--- config.mk ---
export PLATFORM = sky130hd
export DESIGN_NAME = ethernet_ip_header_parser_flat
export DESIGN_NICKNAME = d
export VERILOG_FILES = /design/src/rtl/ehp_pkg.sv /design/src/rtl/ehp_if.sv /design/src/rtl/ethernet_ip_header_parser.sv /design/src/rtl/ehp_front.sv /design/src/rtl/ehp_queue.sv /design/src/rtl/ehp_back.sv /design/src/flat_wrapper.sv
export SDC_FILE = /design/constraint.sdc
export NUM_CORES = 2
export LEC_CHECK = 0
export BUFFER_PORTS_ARGS = -buffer_cell sky130_fd_sc_hd__buf_2
export CAP_MARGIN = 0
export CORE_MARGIN = 2
export CORE_UTILIZATION = 45
export CTS_CLUSTER_DIAMETER = 80
export DETAILED_ROUTE_END_ITERATION = 10
export PLACE_DENSITY = 0.67
export SLEW_MARGIN = 20
export SYNTH_ARGS = -nofsm -noshare
export SYNTH_HDL_FRONTEND = slang
export SYNTH_HIERARCHICAL = 1
export SYNTH_SLANG_ARGS = --single-unit
--- constraint.sdc ---
create_clock -name clock -period 45.8 [get_ports clock]
set_input_delay 6.87 -clock clock [delete_from_list [all_inputs] [get_ports clock]]
set_output_delay 6.87 -clock clock [all_outputs]
set_load 0.02 [all_outputs]
--- src/rtl/ehp_pkg.sv ---
`timescale 1ns / 1ps
// Shared types, constants and helpers for the Ethernet/IP header parser.
// No dependencies.
package ehp_pkg;

   localparam logic [15:0] MAX_FRAME_BYTES = 16'd16384;
   localparam int          EXT_UNIT_BYTES  = 8;

   localparam logic [15:0] ETYPE_IPV4     = 16'h0800;
   localparam logic [15:0] ETYPE_IPV6     = 16'h86DD;
   localparam logic [15:0] ETYPE_VLAN_TAG = 16'h8100;

   localparam logic [7:0] IPPROTO_TCP      = 8'd6;
   localparam logic [7:0] IPPROTO_UDP      = 8'd17;
   localparam logic [7:0] PROTO_HOP_BY_HOP = 8'd0;
   localparam logic [7:0] PROTO_ROUTE_HDR  = 8'd43;
   localparam logic [7:0] PROTO_FRAG_HDR   = 8'd44;
   localparam logic [7:0] PROTO_ESP_HDR    = 8'd50;
   localparam logic [7:0] PROTO_AUTH_HDR   = 8'd51;
   localparam logic [7:0] PROTO_DEST_OPTS  = 8'd60;

   localparam logic [3:0] FIELD_LAST = 4'd15;

   typedef enum logic [8:0] {
      PH_ETH     = 9'b000000001,
      PH_VLAN    = 9'b000000010,
      PH_IP4     = 9'b000000100,
      PH_IP4_OPT = 9'b000001000,
      PH_IP6     = 9'b000010000,
      PH_IP6_EXT = 9'b000100000,
      PH_TCP     = 9'b001000000,
      PH_UDP     = 9'b010000000,
      PH_DONE    = 9'b100000000
   } phase_type;

   // Snapshot of one frame's captured fields.
   typedef struct packed {
      logic [15:0]      iface;
      logic [47:0]      dmac;
      logic [47:0]      smac;
      logic [15:0]      ethertype;
      logic [11:0]      vlan;
      logic [7:0]       proto;
      logic [3:0][63:0] addr;
      logic [3:0][15:0] ports;
      logic [15:0]      flags;
   } rec_type;

   function automatic logic [63:0] field_of(input rec_type r, input logic [3:0] k);
      logic [63:0] v;
      case (k)
         4'd0:    v = {48'd0, r.iface};
         4'd1:    v = {16'd0, r.dmac};
         4'd2:    v = {16'd0, r.smac};
         4'd3:    v = {48'd0, r.ethertype};
         4'd4:    v = {52'd0, r.vlan};
         4'd5:    v = {56'd0, r.proto};
         4'd6:    v = r.addr[0];
         4'd7:    v = r.addr[1];
         4'd8:    v = r.addr[0];
         4'd9:    v = r.addr[1];
         4'd10:   v = r.addr[2];
         4'd11:   v = r.addr[3];
         default: v = {48'd0, r.ports[k[1:0]]};
      endcase
      return v;
   endfunction

endpackage

--- src/rtl/ehp_if.sv ---
`timescale 1ns / 1ps
// Valid/ready channel interfaces for frame bytes and field records.
// No dependencies.
interface ehp_req_if;
   logic        valid;
   logic        ready;
   logic [7:0]  data_byte;
   logic        frame_end;
   logic [15:0] interface_index;
   modport source(output valid, data_byte, frame_end, interface_index, input ready);
   modport sink(input valid, data_byte, frame_end, interface_index, output ready);
endinterface

interface ehp_rsp_if;
   logic        valid;
   logic        ready;
   logic [3:0]  field_id;
   logic [63:0] field_value;
   logic        present;
   logic        run_last;
   modport source(output valid, field_id, field_value, present, run_last, input ready);
   modport sink(input valid, field_id, field_value, present, run_last, output ready);
endinterface

--- src/rtl/ethernet_ip_header_parser.sv ---
`timescale 1ns / 1ps
// Ethernet/VLAN/IPv4/IPv6/TCP/UDP header parser, top level.
// Throughput: one frame byte per cycle unless the queue is full; each frame yields 16
// records, one per cycle while ready is high, queued as the frame's last byte is taken.
// A two-frame snapshot queue sets how long frames under 16 bytes may run before stalling.
// Reset (synchronous, active high) empties the queue and rewinds the walker.
module ethernet_ip_header_parser (
   input  logic      clock,
   input  logic      reset,
   ehp_req_if.sink   req_if,
   ehp_rsp_if.source rsp_if
);
   import ehp_pkg::*;

   logic    acc, push, full, pop, not_empty;
   rec_type snap, head;

   assign req_if.ready = !full;
   assign acc          = req_if.valid && req_if.ready;

   ehp_front u_front (
      .clock           (clock),
      .reset           (reset),
      .acc             (acc),
      .data_byte       (req_if.data_byte),
      .frame_end       (req_if.frame_end),
      .interface_index (req_if.interface_index),
      .push            (push),
      .rec             (snap)
   );

   ehp_queue u_queue (
      .clock     (clock),
      .reset     (reset),
      .push      (push),
      .wr_rec    (snap),
      .full      (full),
      .pop       (pop),
      .not_empty (not_empty),
      .rd_rec    (head)
   );

   ehp_back u_back (
      .clock      (clock),
      .reset      (reset),
      .head_valid (not_empty),
      .head       (head),
      .pop        (pop),
      .rsp_if     (rsp_if)
   );

   a_id_advance: assert property (@(posedge clock) disable iff (reset)
      rsp_if.valid && rsp_if.ready && !rsp_if.run_last |=>
         rsp_if.valid && rsp_if.field_id == $past(rsp_if.field_id) + 4'd1)
      else $error("field id did not advance within a run");

   a_full_has_output: assert property (@(posedge clock) disable iff (reset)
      !req_if.ready |-> rsp_if.valid)
      else $error("input stalled with no record pending");

   a_reset_empty: assert property (@(posedge clock)
      reset |=> !rsp_if.valid)
      else $error("record offered right after reset");

endmodule

--- src/rtl/ehp_front.sv ---
`timescale 1ns / 1ps
// Byte-serial header walker: one frame byte per accepted request.
// Depends on ehp_pkg.
module ehp_front (
   input  logic             clock,
   input  logic             reset,
   input  logic             acc,
   input  logic [7:0]       data_byte,
   input  logic             frame_end,
   input  logic [15:0]      interface_index,
   output logic             push,
   output ehp_pkg::rec_type rec
);
   import ehp_pkg::*;

   phase_type        phase_ff, phase_in;
   logic [15:0]      offset_ff, offset_in;
   logic [15:0]      hstart_ff, hstart_in;
   logic [10:0]      hlen_ff, hlen_in;
   logic [7:0]       pnh_ff, pnh_in;
   logic [15:0]      hold_ff, hold_in;
   rec_type          rec_ff, rec_in;
   logic [15:0]      pos;
   logic [1:0]       word_sel;

   function automatic phase_type ph_of_et(input logic [15:0] et);
      phase_type p;
      if (et == ETYPE_IPV4) p = PH_IP4;
      else if (et == ETYPE_IPV6) p = PH_IP6;
      else if (et == ETYPE_VLAN_TAG) p = PH_VLAN;
      else p = PH_DONE;
      return p;
   endfunction

   function automatic phase_type ph_of_proto(input logic [7:0] p, input logic allow_ext);
      phase_type r;
      if (p == IPPROTO_TCP) r = PH_TCP;
      else if (p == IPPROTO_UDP) r = PH_UDP;
      else if (allow_ext && (p inside {PROTO_HOP_BY_HOP, PROTO_ROUTE_HDR, PROTO_FRAG_HDR,
                                       PROTO_ESP_HDR, PROTO_AUTH_HDR, PROTO_DEST_OPTS}))
         r = PH_IP6_EXT;
      else r = PH_DONE;
      return r;
   endfunction

   assign pos      = offset_ff - hstart_ff;
   assign word_sel = 2'((pos - 16'd8) >> 3);

   always_comb begin
      phase_in  = phase_ff;
      offset_in = offset_ff;
      hstart_in = hstart_ff;
      hlen_in   = hlen_ff;
      pnh_in    = pnh_ff;
      hold_in   = hold_ff;
      rec_in    = rec_ff;
      // first byte of a frame: restart the field set
      if (offset_ff == 16'd0) begin
         rec_in.vlan  = 12'd0;
         rec_in.flags = 16'h0001;
         rec_in.iface = interface_index;
      end
      if (offset_ff < MAX_FRAME_BYTES) begin
         offset_in = offset_ff + 16'd1;
         case (phase_ff)
            PH_ETH: begin
               if (pos < 16'd6) rec_in.dmac = {rec_ff.dmac[39:0], data_byte};
               else if (pos < 16'd12) rec_in.smac = {rec_ff.smac[39:0], data_byte};
               else if (pos == 16'd12) pnh_in = data_byte;
               else begin
                  rec_in.ethertype = {pnh_ff, data_byte};
                  rec_in.flags = rec_in.flags | 16'h000E;
                  phase_in = ph_of_et({pnh_ff, data_byte});
                  hstart_in = offset_in;
               end
            end
            PH_VLAN: begin
               if (pos < 16'd2) hold_in = {hold_ff[7:0], data_byte};
               else if (pos == 16'd2) pnh_in = data_byte;
               else begin
                  rec_in.ethertype = {pnh_ff, data_byte};
                  if (rec_in.vlan == 12'd0) rec_in.vlan = hold_ff[11:0];
                  rec_in.flags = rec_in.flags | 16'h0018;
                  phase_in = ph_of_et({pnh_ff, data_byte});
                  hstart_in = offset_in;
               end
            end
            PH_IP4: begin
               if (pos == 16'd0) hlen_in = {5'd0, data_byte[3:0], 2'b00};
               else if (pos == 16'd9) pnh_in = data_byte;
               else if (pos >= 16'd12 && pos < 16'd16)
                  rec_in.addr[0] = {32'd0, rec_ff.addr[0][23:0], data_byte};
               else if (pos >= 16'd16 && pos < 16'd20) begin
                  rec_in.addr[1] = {32'd0, rec_ff.addr[1][23:0], data_byte};
                  if (pos == 16'd19) begin
                     rec_in.proto = pnh_ff;
                     rec_in.flags = rec_in.flags | 16'h00E0;
                     if (hlen_ff < 11'd20) phase_in = PH_DONE;
                     else begin
                        hlen_in = hlen_ff - 11'd20;
                        if (hlen_ff == 11'd20) begin
                           phase_in = ph_of_proto(pnh_ff, 1'b0);
                           hstart_in = offset_in;
                        end else phase_in = PH_IP4_OPT;
                     end
                  end
               end
            end
            PH_IP4_OPT: begin
               hlen_in = hlen_ff - 11'd1;
               if (hlen_ff == 11'd1) begin
                  phase_in = ph_of_proto(pnh_ff, 1'b0);
                  hstart_in = offset_in;
               end
            end
            PH_IP6: begin
               if (pos == 16'd6) pnh_in = data_byte;
               else if (pos >= 16'd8 && pos < 16'd40) begin
                  rec_in.addr[word_sel] = {rec_ff.addr[word_sel][55:0], data_byte};
                  if (pos == 16'd39) begin
                     rec_in.proto = pnh_ff;
                     rec_in.flags = rec_in.flags | 16'h0F20;
                     phase_in = ph_of_proto(pnh_ff, 1'b1);
                     hstart_in = offset_in;
                  end
               end
            end
            PH_IP6_EXT: begin
               if (pos == 16'd0) pnh_in = data_byte;
               else if (pos == 16'd1) hlen_in = {data_byte, 3'b000} + 11'(EXT_UNIT_BYTES - 2);
               else begin
                  hlen_in = hlen_ff - 11'd1;
                  if (hlen_ff == 11'd1) begin
                     phase_in = ph_of_proto(pnh_ff, 1'b1);
                     hstart_in = offset_in;
                  end
               end
            end
            PH_TCP: begin
               if (pos < 16'd2) rec_in.ports[0] = {rec_ff.ports[0][7:0], data_byte};
               else if (pos < 16'd4) rec_in.ports[1] = {rec_ff.ports[1][7:0], data_byte};
               else if (pos == 16'd19) begin
                  rec_in.flags = rec_in.flags | 16'h3000;
                  phase_in = PH_DONE;
               end
            end
            PH_UDP: begin
               if (pos < 16'd2) rec_in.ports[2] = {rec_ff.ports[2][7:0], data_byte};
               else if (pos < 16'd4) rec_in.ports[3] = {rec_ff.ports[3][7:0], data_byte};
               else if (pos == 16'd7) begin
                  rec_in.flags = rec_in.flags | 16'hC000;
                  phase_in = PH_DONE;
               end
            end
            default: ;
         endcase
      end
      // frame end: rewind for the next frame
      if (frame_end) begin
         offset_in = 16'd0;
         hstart_in = 16'd0;
         phase_in  = PH_ETH;
      end
   end

   assign push = acc && frame_end;
   assign rec  = rec_in;

   always_ff @(posedge clock) begin
      if (reset) begin
         phase_ff  <= PH_ETH;
         offset_ff <= 16'd0;
         hstart_ff <= 16'd0;
         hlen_ff   <= 11'd0;
         pnh_ff    <= 8'd0;
         hold_ff   <= 16'd0;
         rec_ff    <= '0;
      end else if (acc) begin
         phase_ff  <= phase_in;
         offset_ff <= offset_in;
         hstart_ff <= hstart_in;
         hlen_ff   <= hlen_in;
         pnh_ff    <= pnh_in;
         hold_ff   <= hold_in;
         rec_ff    <= rec_in;
      end
   end

endmodule

--- src/rtl/ehp_queue.sv ---
`timescale 1ns / 1ps
// Two-entry queue of frame snapshots between the walker and the emitter.
// Depends on ehp_pkg.
module ehp_queue (
   input  logic             clock,
   input  logic             reset,
   input  logic             push,
   input  ehp_pkg::rec_type wr_rec,
   output logic             full,
   input  logic             pop,
   output logic             not_empty,
   output ehp_pkg::rec_type rd_rec
);
   import ehp_pkg::*;

   rec_type    mem_ff [2];
   logic       wr_ptr_ff, rd_ptr_ff;
   logic [1:0] count_ff;

   assign full      = count_ff == 2'd2;
   assign not_empty = count_ff != 2'd0;
   assign rd_rec    = mem_ff[rd_ptr_ff];

   always_ff @(posedge clock) begin
      if (reset) begin
         wr_ptr_ff <= 1'b0;
         rd_ptr_ff <= 1'b0;
         count_ff  <= 2'd0;
      end else begin
         if (push) wr_ptr_ff <= ~wr_ptr_ff;
         if (pop) rd_ptr_ff <= ~rd_ptr_ff;
         count_ff <= count_ff + {1'b0, push} - {1'b0, pop};
      end
   end

   always_ff @(posedge clock) begin
      if (push) mem_ff[wr_ptr_ff] <= wr_rec;
   end

endmodule

--- src/rtl/ehp_back.sv ---
`timescale 1ns / 1ps
// Record emitter: walks field ids 0..15 over the queue head, one per response.
// Depends on ehp_pkg and ehp_rsp_if.
module ehp_back (
   input  logic             clock,
   input  logic             reset,
   input  logic             head_valid,
   input  ehp_pkg::rec_type head,
   output logic             pop,
   ehp_rsp_if.source        rsp_if
);
   import ehp_pkg::*;

   logic [3:0] idx_ff, idx_in;
   logic       fire;

   assign fire              = rsp_if.valid && rsp_if.ready;
   assign rsp_if.valid       = head_valid;
   assign rsp_if.field_id    = idx_ff;
   assign rsp_if.present     = head.flags[idx_ff];
   assign rsp_if.field_value = head.flags[idx_ff] ? field_of(head, idx_ff) : 64'd0;
   assign rsp_if.run_last    = idx_ff == FIELD_LAST;
   // release the snapshot after its last record
   assign pop                = fire && idx_ff == FIELD_LAST;
   assign idx_in             = idx_ff + 4'd1;

   always_ff @(posedge clock) begin
      if (reset) idx_ff <= 4'd0;
      else if (fire) idx_ff <= idx_in;
   end

endmodule

--- src/flat_wrapper.sv ---
// flat-port wrapper written by rule: the top's interface ports become plain ports
module ethernet_ip_header_parser_flat import ehp_pkg::*;
  (clock, reset, req_if_valid, req_if_data_byte, req_if_frame_end, req_if_interface_index, req_if_ready, rsp_if_valid, rsp_if_field_id, rsp_if_field_value, rsp_if_present, rsp_if_run_last, rsp_if_ready);
  ehp_req_if req_if_i ();
  ehp_rsp_if rsp_if_i ();
  input  logic clock;
  input  logic reset;
  input wire logic [$bits(req_if_i.valid)-1:0] req_if_valid;
  input wire logic [$bits(req_if_i.data_byte)-1:0] req_if_data_byte;
  input wire logic [$bits(req_if_i.frame_end)-1:0] req_if_frame_end;
  input wire logic [$bits(req_if_i.interface_index)-1:0] req_if_interface_index;
  output wire logic [$bits(req_if_i.ready)-1:0] req_if_ready;
  output wire logic [$bits(rsp_if_i.valid)-1:0] rsp_if_valid;
  output wire logic [$bits(rsp_if_i.field_id)-1:0] rsp_if_field_id;
  output wire logic [$bits(rsp_if_i.field_value)-1:0] rsp_if_field_value;
  output wire logic [$bits(rsp_if_i.present)-1:0] rsp_if_present;
  output wire logic [$bits(rsp_if_i.run_last)-1:0] rsp_if_run_last;
  input wire logic [$bits(rsp_if_i.ready)-1:0] rsp_if_ready;
  assign req_if_i.valid = req_if_valid;
  assign req_if_i.data_byte = req_if_data_byte;
  assign req_if_i.frame_end = req_if_frame_end;
  assign req_if_i.interface_index = req_if_interface_index;
  assign req_if_ready = req_if_i.ready;
  assign rsp_if_valid = rsp_if_i.valid;
  assign rsp_if_field_id = rsp_if_i.field_id;
  assign rsp_if_field_value = rsp_if_i.field_value;
  assign rsp_if_present = rsp_if_i.present;
  assign rsp_if_run_last = rsp_if_i.run_last;
  assign rsp_if_i.ready = rsp_if_ready;
  ethernet_ip_header_parser u_core (.clock(clock), .reset(reset), .req_if(req_if_i), .rsp_if(rsp_if_i));
endmodule
==> reports/qor.yml <==
drt:
  drt_via_density: 6.01
  detailroute.via_count: 46531
  drt_iter0_drc: 5587
  drt_pre_antenna_iters: 8
  drc: 0
  drtAntennaViolNets: 0
  drt-total-wl_um: 194000
  detail_route.wl_per_cell_um: 25.1
floorplan:
  pin_count: 101
  placementRows: 144
  floorplan.initialDensity: 0.454
  dieWidth_um: 398
  placeableCoreArea_um2: 154000
  fp.dieArea_um2: 158000
  dieHeight_um: 398
timing:
  report.final.slew_viol_count: 0
  final.period_utilization: 0.268
  final.min_clock_period_ns: 12.29
  holdWs_ns: 0.449
  timing.fmax_ghz: 0.0814
  rsz0062_at_grt: "no"
  hold_viol: 0
  setup_tns_ns: 0
  worst_slew_pin_slew_ns: 1.17
  final.setup_skew_ns: 0.0437
  max_slew_margin: 0.223
  finalWorstSetupSlack_ns: 33.51
  final-setup-viol-count: 0
placement:
  buffer_ports.inserted: 100
  gp_congestion: 0.916
  detailedPlacementHpwl_um: 115000
  place_worst_setup_slack_ns: 33.66
cells_and_area:
  num-nets-final: 5623
  drive_above_1_share: 0.234
  antenna-diode-count: 0
  synthToLayoutAreaGrowth_pct: 10.1
worst_setup_path:
  rr_worst_depth: 14
  criticalPathCategory: "flop to output port"
  endpoint: "rsp_if_field_value[23]"
  path_depth: 8
  rr_startpoint: "u_core/u_front/offset_ff[0]$_SDFFE_PP0P_"
  max_fo_critical_path: 51
  top_delay_family_on_crit_path: "buffers and inverters"
  reg2reg_to: "u_core/u_front/rec_ff[238]$_SDFFE_PP0P_"
  worst_path_max_delay_cell: "sky130_fd_sc_hd__dfxtp_4"
  crit_required_ns: 38.93
  worstPathArrival_ns: 5.42
  worst_path_most_repeated_cell: "sky130_fd_sc_hd__buf_4"
  crit_chain: "buf_4, mux2_2, mux4_2, nand2_1, and3_4, buf_4, a21oi_1, buf_2"
  worst_setup_path_start_kind: "flop"
  cp.buffers_inverters: 3
  critical_path.max_stage_delay_ns: 0.89
  rrSetupSlack_ns: 39.64
  worstSetupEndpointType: "output port"
power:
  p_leak_nw: 27.2
  netSwitchingPower_mw: 0.763
  p_clk_frac: 0.413
  power.ir.vdd_worst_v: 0.0000379
  fin_total_pwr_mw: 3.11
  internal_power_mw: 2.34
  seqPwrFrac: 0.494
  comb_power_share: 0.093
  power_density_relative_to_cell_area_nw_per_um2: 40.4
  netSwitchingFraction: 0.246
clock_network:
  post_cts_hold_buffer_count: 0
  cts.root.buffer_cell: "sky130_fd_sc_hd__clkbuf_16"
  clkTransAtPathRegs_ns: 0.06
  clock-sinks: 1533
  ctsLongestPathBuffers: 3
  postCtsSetupRepairBufs: 0
  post_cts.resized_instances: 0
  numCtsBuffers: 159
  clk_latency_ns: 0.81
  h-tree-depth: 4
  cts_tree: "yes"
synth:
  synth_ff_type: "sky130_fd_sc_hd__edfxtp_1"
  synth_area_per_cell_um2: 12.4
  yosys.cell_types.count: 97
  ys_async_sr_fraction: 0
  synth_enable_flop_cells: 968
  synth-seq-area-share: 0.578
  synthesis.area_um2: 69900
  synth-seq-cells: 1533
  synth-warning-count: 6
  syn_nets: 5685
  syn-instance-count: 5624
run:
  maxCapViolations: 0
grt:
  globalRouteTotalUtil: 0.239
  grt_overflow_total: 0
  grt_max_degree: 163
  grt_antenna_before_repair: 4
  number_of_global_route_vias_before_repair: 45384
  grt_first_pass_wirelength_um: 288000
hold_path:
  timing.hold.worst.class: "flop to flop"
run_status:
  run_status: "finished, final reports clean"
## power groups by stage
| stage | combinational [mW] | clock, mW | sequential (mW) |
|---|---|---|---|
| final | 0.289 | 1.28 | 1.54 |
| after global routing | 0.307 | 1.36 | 1.54 |
| after CTS | 0.284 | 1.30 | 1.54 |
| after detailed placement | 0.282 | 0 | 1.57 |
| after global placement | 0.279 | 0 | 1.56 |
| after floorplan | 0.193 | 0 | 1.58 |
## sequential cells by signal, summed over array words and instances (netlist names), named ones only
| register | cells |
|---|---|
| u_core/u_back/rsp_if.field_id | 4 |
| u_core/u_front/hlen_ff | 11 |
| u_core/u_front/hold_ff | 12 |
| u_core/u_front/hstart_ff | 16 |
| u_core/u_front/offset_ff | 16 |
| u_core/u_front/phase_ff | 9 |
| u_core/u_front/pnh_ff | 8 |
| u_core/u_front/rec_ff | 484 |
| u_core/u_queue/count_ff | 2 |
| u_core/u_queue/mem_ff | 968 |
| u_core/u_queue/rd_ptr_ff | 1 |
| u_core/u_queue/wr_ptr_ff | 1 |
## area by class of cell
| class | count | area, µm² |
|---|---|---|
| Clock buffer | 223 | 4410 |
| Clock inverter | 74 | 781 |
| Fill cell | 13203 | 77100 |
| Inverter | 56 | 213 |
| Multi-Input combinational cell | 3621 | 27300 |
| Sequential cell | 1533 | 40400 |
| Tap cell | 2044 | 2560 |
| Timing Repair Buffer | 191 | 1270 |
## through the flow
| stage | utilization | std cells | area [µm²] |
|---|---|---|---|
| floorplan | - | 5624 | 69900 |
| global placement | 0.465 | 7443 | 71700 |
| detailed placement | 0.465 | 7443 | 71700 |
| CTS | 0.499 | 7740 | 76900 |
| global route | 0.499 | 7742 | 76900 |
| finish | 0.499 | 7742 | 76900 |
## how the worst min path moves through the flow
stage / startpoint / to / slack, ns / depth (start not counted)
floorplan: u_core/u_front/rec_ff[56]$_SDFFE_PP0P_ / u_core/u_front/rec_ff[56]$_SDFFE_PP0P_ / 0.43 / 2
global placement: u_core/u_front/rec_ff[266]$_SDFFE_PP0P_ / u_core/u_front/rec_ff[266]$_SDFFE_PP0P_ / 0.43 / 2
detailed placement: u_core/u_front/rec_ff[359]$_SDFFE_PP0P_ / u_core/u_front/rec_ff[359]$_SDFFE_PP0P_ / 0.44 / 2
CTS: u_core/u_front/rec_ff[359]$_SDFFE_PP0P_ / u_core/u_front/rec_ff[359]$_SDFFE_PP0P_ / 0.45 / 2
global route: u_core/u_front/rec_ff[271]$_SDFFE_PP0P_ / u_core/u_front/rec_ff[271]$_SDFFE_PP0P_ / 0.47 / 2
finish: u_core/u_front/rec_ff[45]$_SDFFE_PP0P_ / u_core/u_front/rec_ff[45]$_SDFFE_PP0P_ / 0.45 / 2
## metal layers
metal	vias to the layer above	track usage	share of wire
li1	20713	-	-
met1	23118	0.321	0.40
met2	2279	0.381	0.46
met3	419	0.0478	0.092
met4	2	0.0953	0.039
met5	-	0	0.000057
## kinds of logic after synthesis
logic type / synth area share
mux: 0.177
compound gates: 0.101
buf+inv: 0.0342
fa+ha+maj: 0.00584
simple gates: 0.0996
xor+xnor: 0.00408
flops: 0.578
## Yosys cell counts, types with 12 or more instances
| library cell | count | area share |
|---|---|---|
| sky130_fd_sc_hd__edfxtp_1 | 968 | 0.42 |
| sky130_fd_sc_hd__o21ai_1 | 24 | 0.0017 |
| sky130_fd_sc_hd__o22ai_1 | 12 | 0.0011 |
| sky130_fd_sc_hd__a221oi_1 | 28 | 0.0035 |
| sky130_fd_sc_hd__nor3_1 | 142 | 0.010 |
| sky130_fd_sc_hd__inv_1 | 53 | 0.0028 |
| sky130_fd_sc_hd__a222oi_1 | 39 | 0.0056 |
| sky130_fd_sc_hd__nand3_1 | 59 | 0.0042 |
| sky130_fd_sc_hd__a21oi_1 | 408 | 0.029 |
| sky130_fd_sc_hd__a21o_1 | 19 | 0.0020 |
| sky130_fd_sc_hd__nor2b_1 | 14 | 0.0013 |
| sky130_fd_sc_hd__a22o_1 | 153 | 0.019 |
| sky130_fd_sc_hd__mux2_4 | 460 | 0.099 |
| sky130_fd_sc_hd__clkbuf_1 | 288 | 0.015 |
| sky130_fd_sc_hd__nand4_1 | 18 | 0.0016 |
| sky130_fd_sc_hd__ha_1 | 31 | 0.0056 |
| sky130_fd_sc_hd__nand2_1 | 853 | 0.046 |
| sky130_fd_sc_hd__dfxtp_1 | 565 | 0.16 |
| sky130_fd_sc_hd__and2_1 | 18 | 0.0016 |
| sky130_fd_sc_hd__xnor2_1 | 20 | 0.0025 |
| sky130_fd_sc_hd__nor2_1 | 368 | 0.020 |
| sky130_fd_sc_hd__buf_6 | 26 | 0.0042 |
| sky130_fd_sc_hd__buf_1 | 24 | 0.0013 |
| sky130_fd_sc_hd__a211oi_1 | 19 | 0.0020 |
| sky130_fd_sc_hd__mux2i_1 | 25 | 0.0036 |
| sky130_fd_sc_hd__buf_8 | 28 | 0.0060 |
| sky130_fd_sc_hd__and3_1 | 44 | 0.0039 |
| sky130_fd_sc_hd__mux4_2 | 69 | 0.022 |
| sky130_fd_sc_hd__mux2_2 | 311 | 0.050 |
| sky130_fd_sc_hd__o21ai_0 | 153 | 0.011 |
| sky130_fd_sc_hd__buf_2 | 35 | 0.0025 |
| sky130_fd_sc_hd__a2bb2oi_1 | 22 | 0.0028 |
| sky130_fd_sc_hd__a22oi_1 | 114 | 0.012 |
| sky130_fd_sc_hd__nor4_1 | 17 | 0.0015 |
## worst reg2reg max path: cells and delay by family, from the launching register on
family                   cells  cell delay, ns
AO/OA/AOI/OAI                3            0.85
buffers and inverters        2            0.75
flip-flops                   1            0.46
adder cells (fa/ha/maj)      2            0.67
AND/OR/NAND/NOR              7            3.34
## cell usage in the layout, fill, tap and decap left out, drive strengths merged, types with 22 or more instances in the layout
master | synthesis | final
a221oi | 29 | 29
mux4 | 76 | 76
a2bb2oi | 22 | 22
nand3 | 59 | 59
ha | 31 | 31
mux2i | 25 | 25
clkinv | 2 | 57
and3 | 44 | 44
a22o | 153 | 153
o21ai | 177 | 177
inv | 54 | 63
nor2 | 368 | 368
a22oi | 114 | 114
dfxtp | 565 | 565
mux2 | 771 | 771
buf | 126 | 191
clkbuf | 288 | 223
a21oi | 410 | 410
nand2 | 853 | 853
edfxtp | 968 | 968
nor3 | 149 | 149
a222oi | 39 | 39
Note: power is estimated with default switching activity, not from simulation.
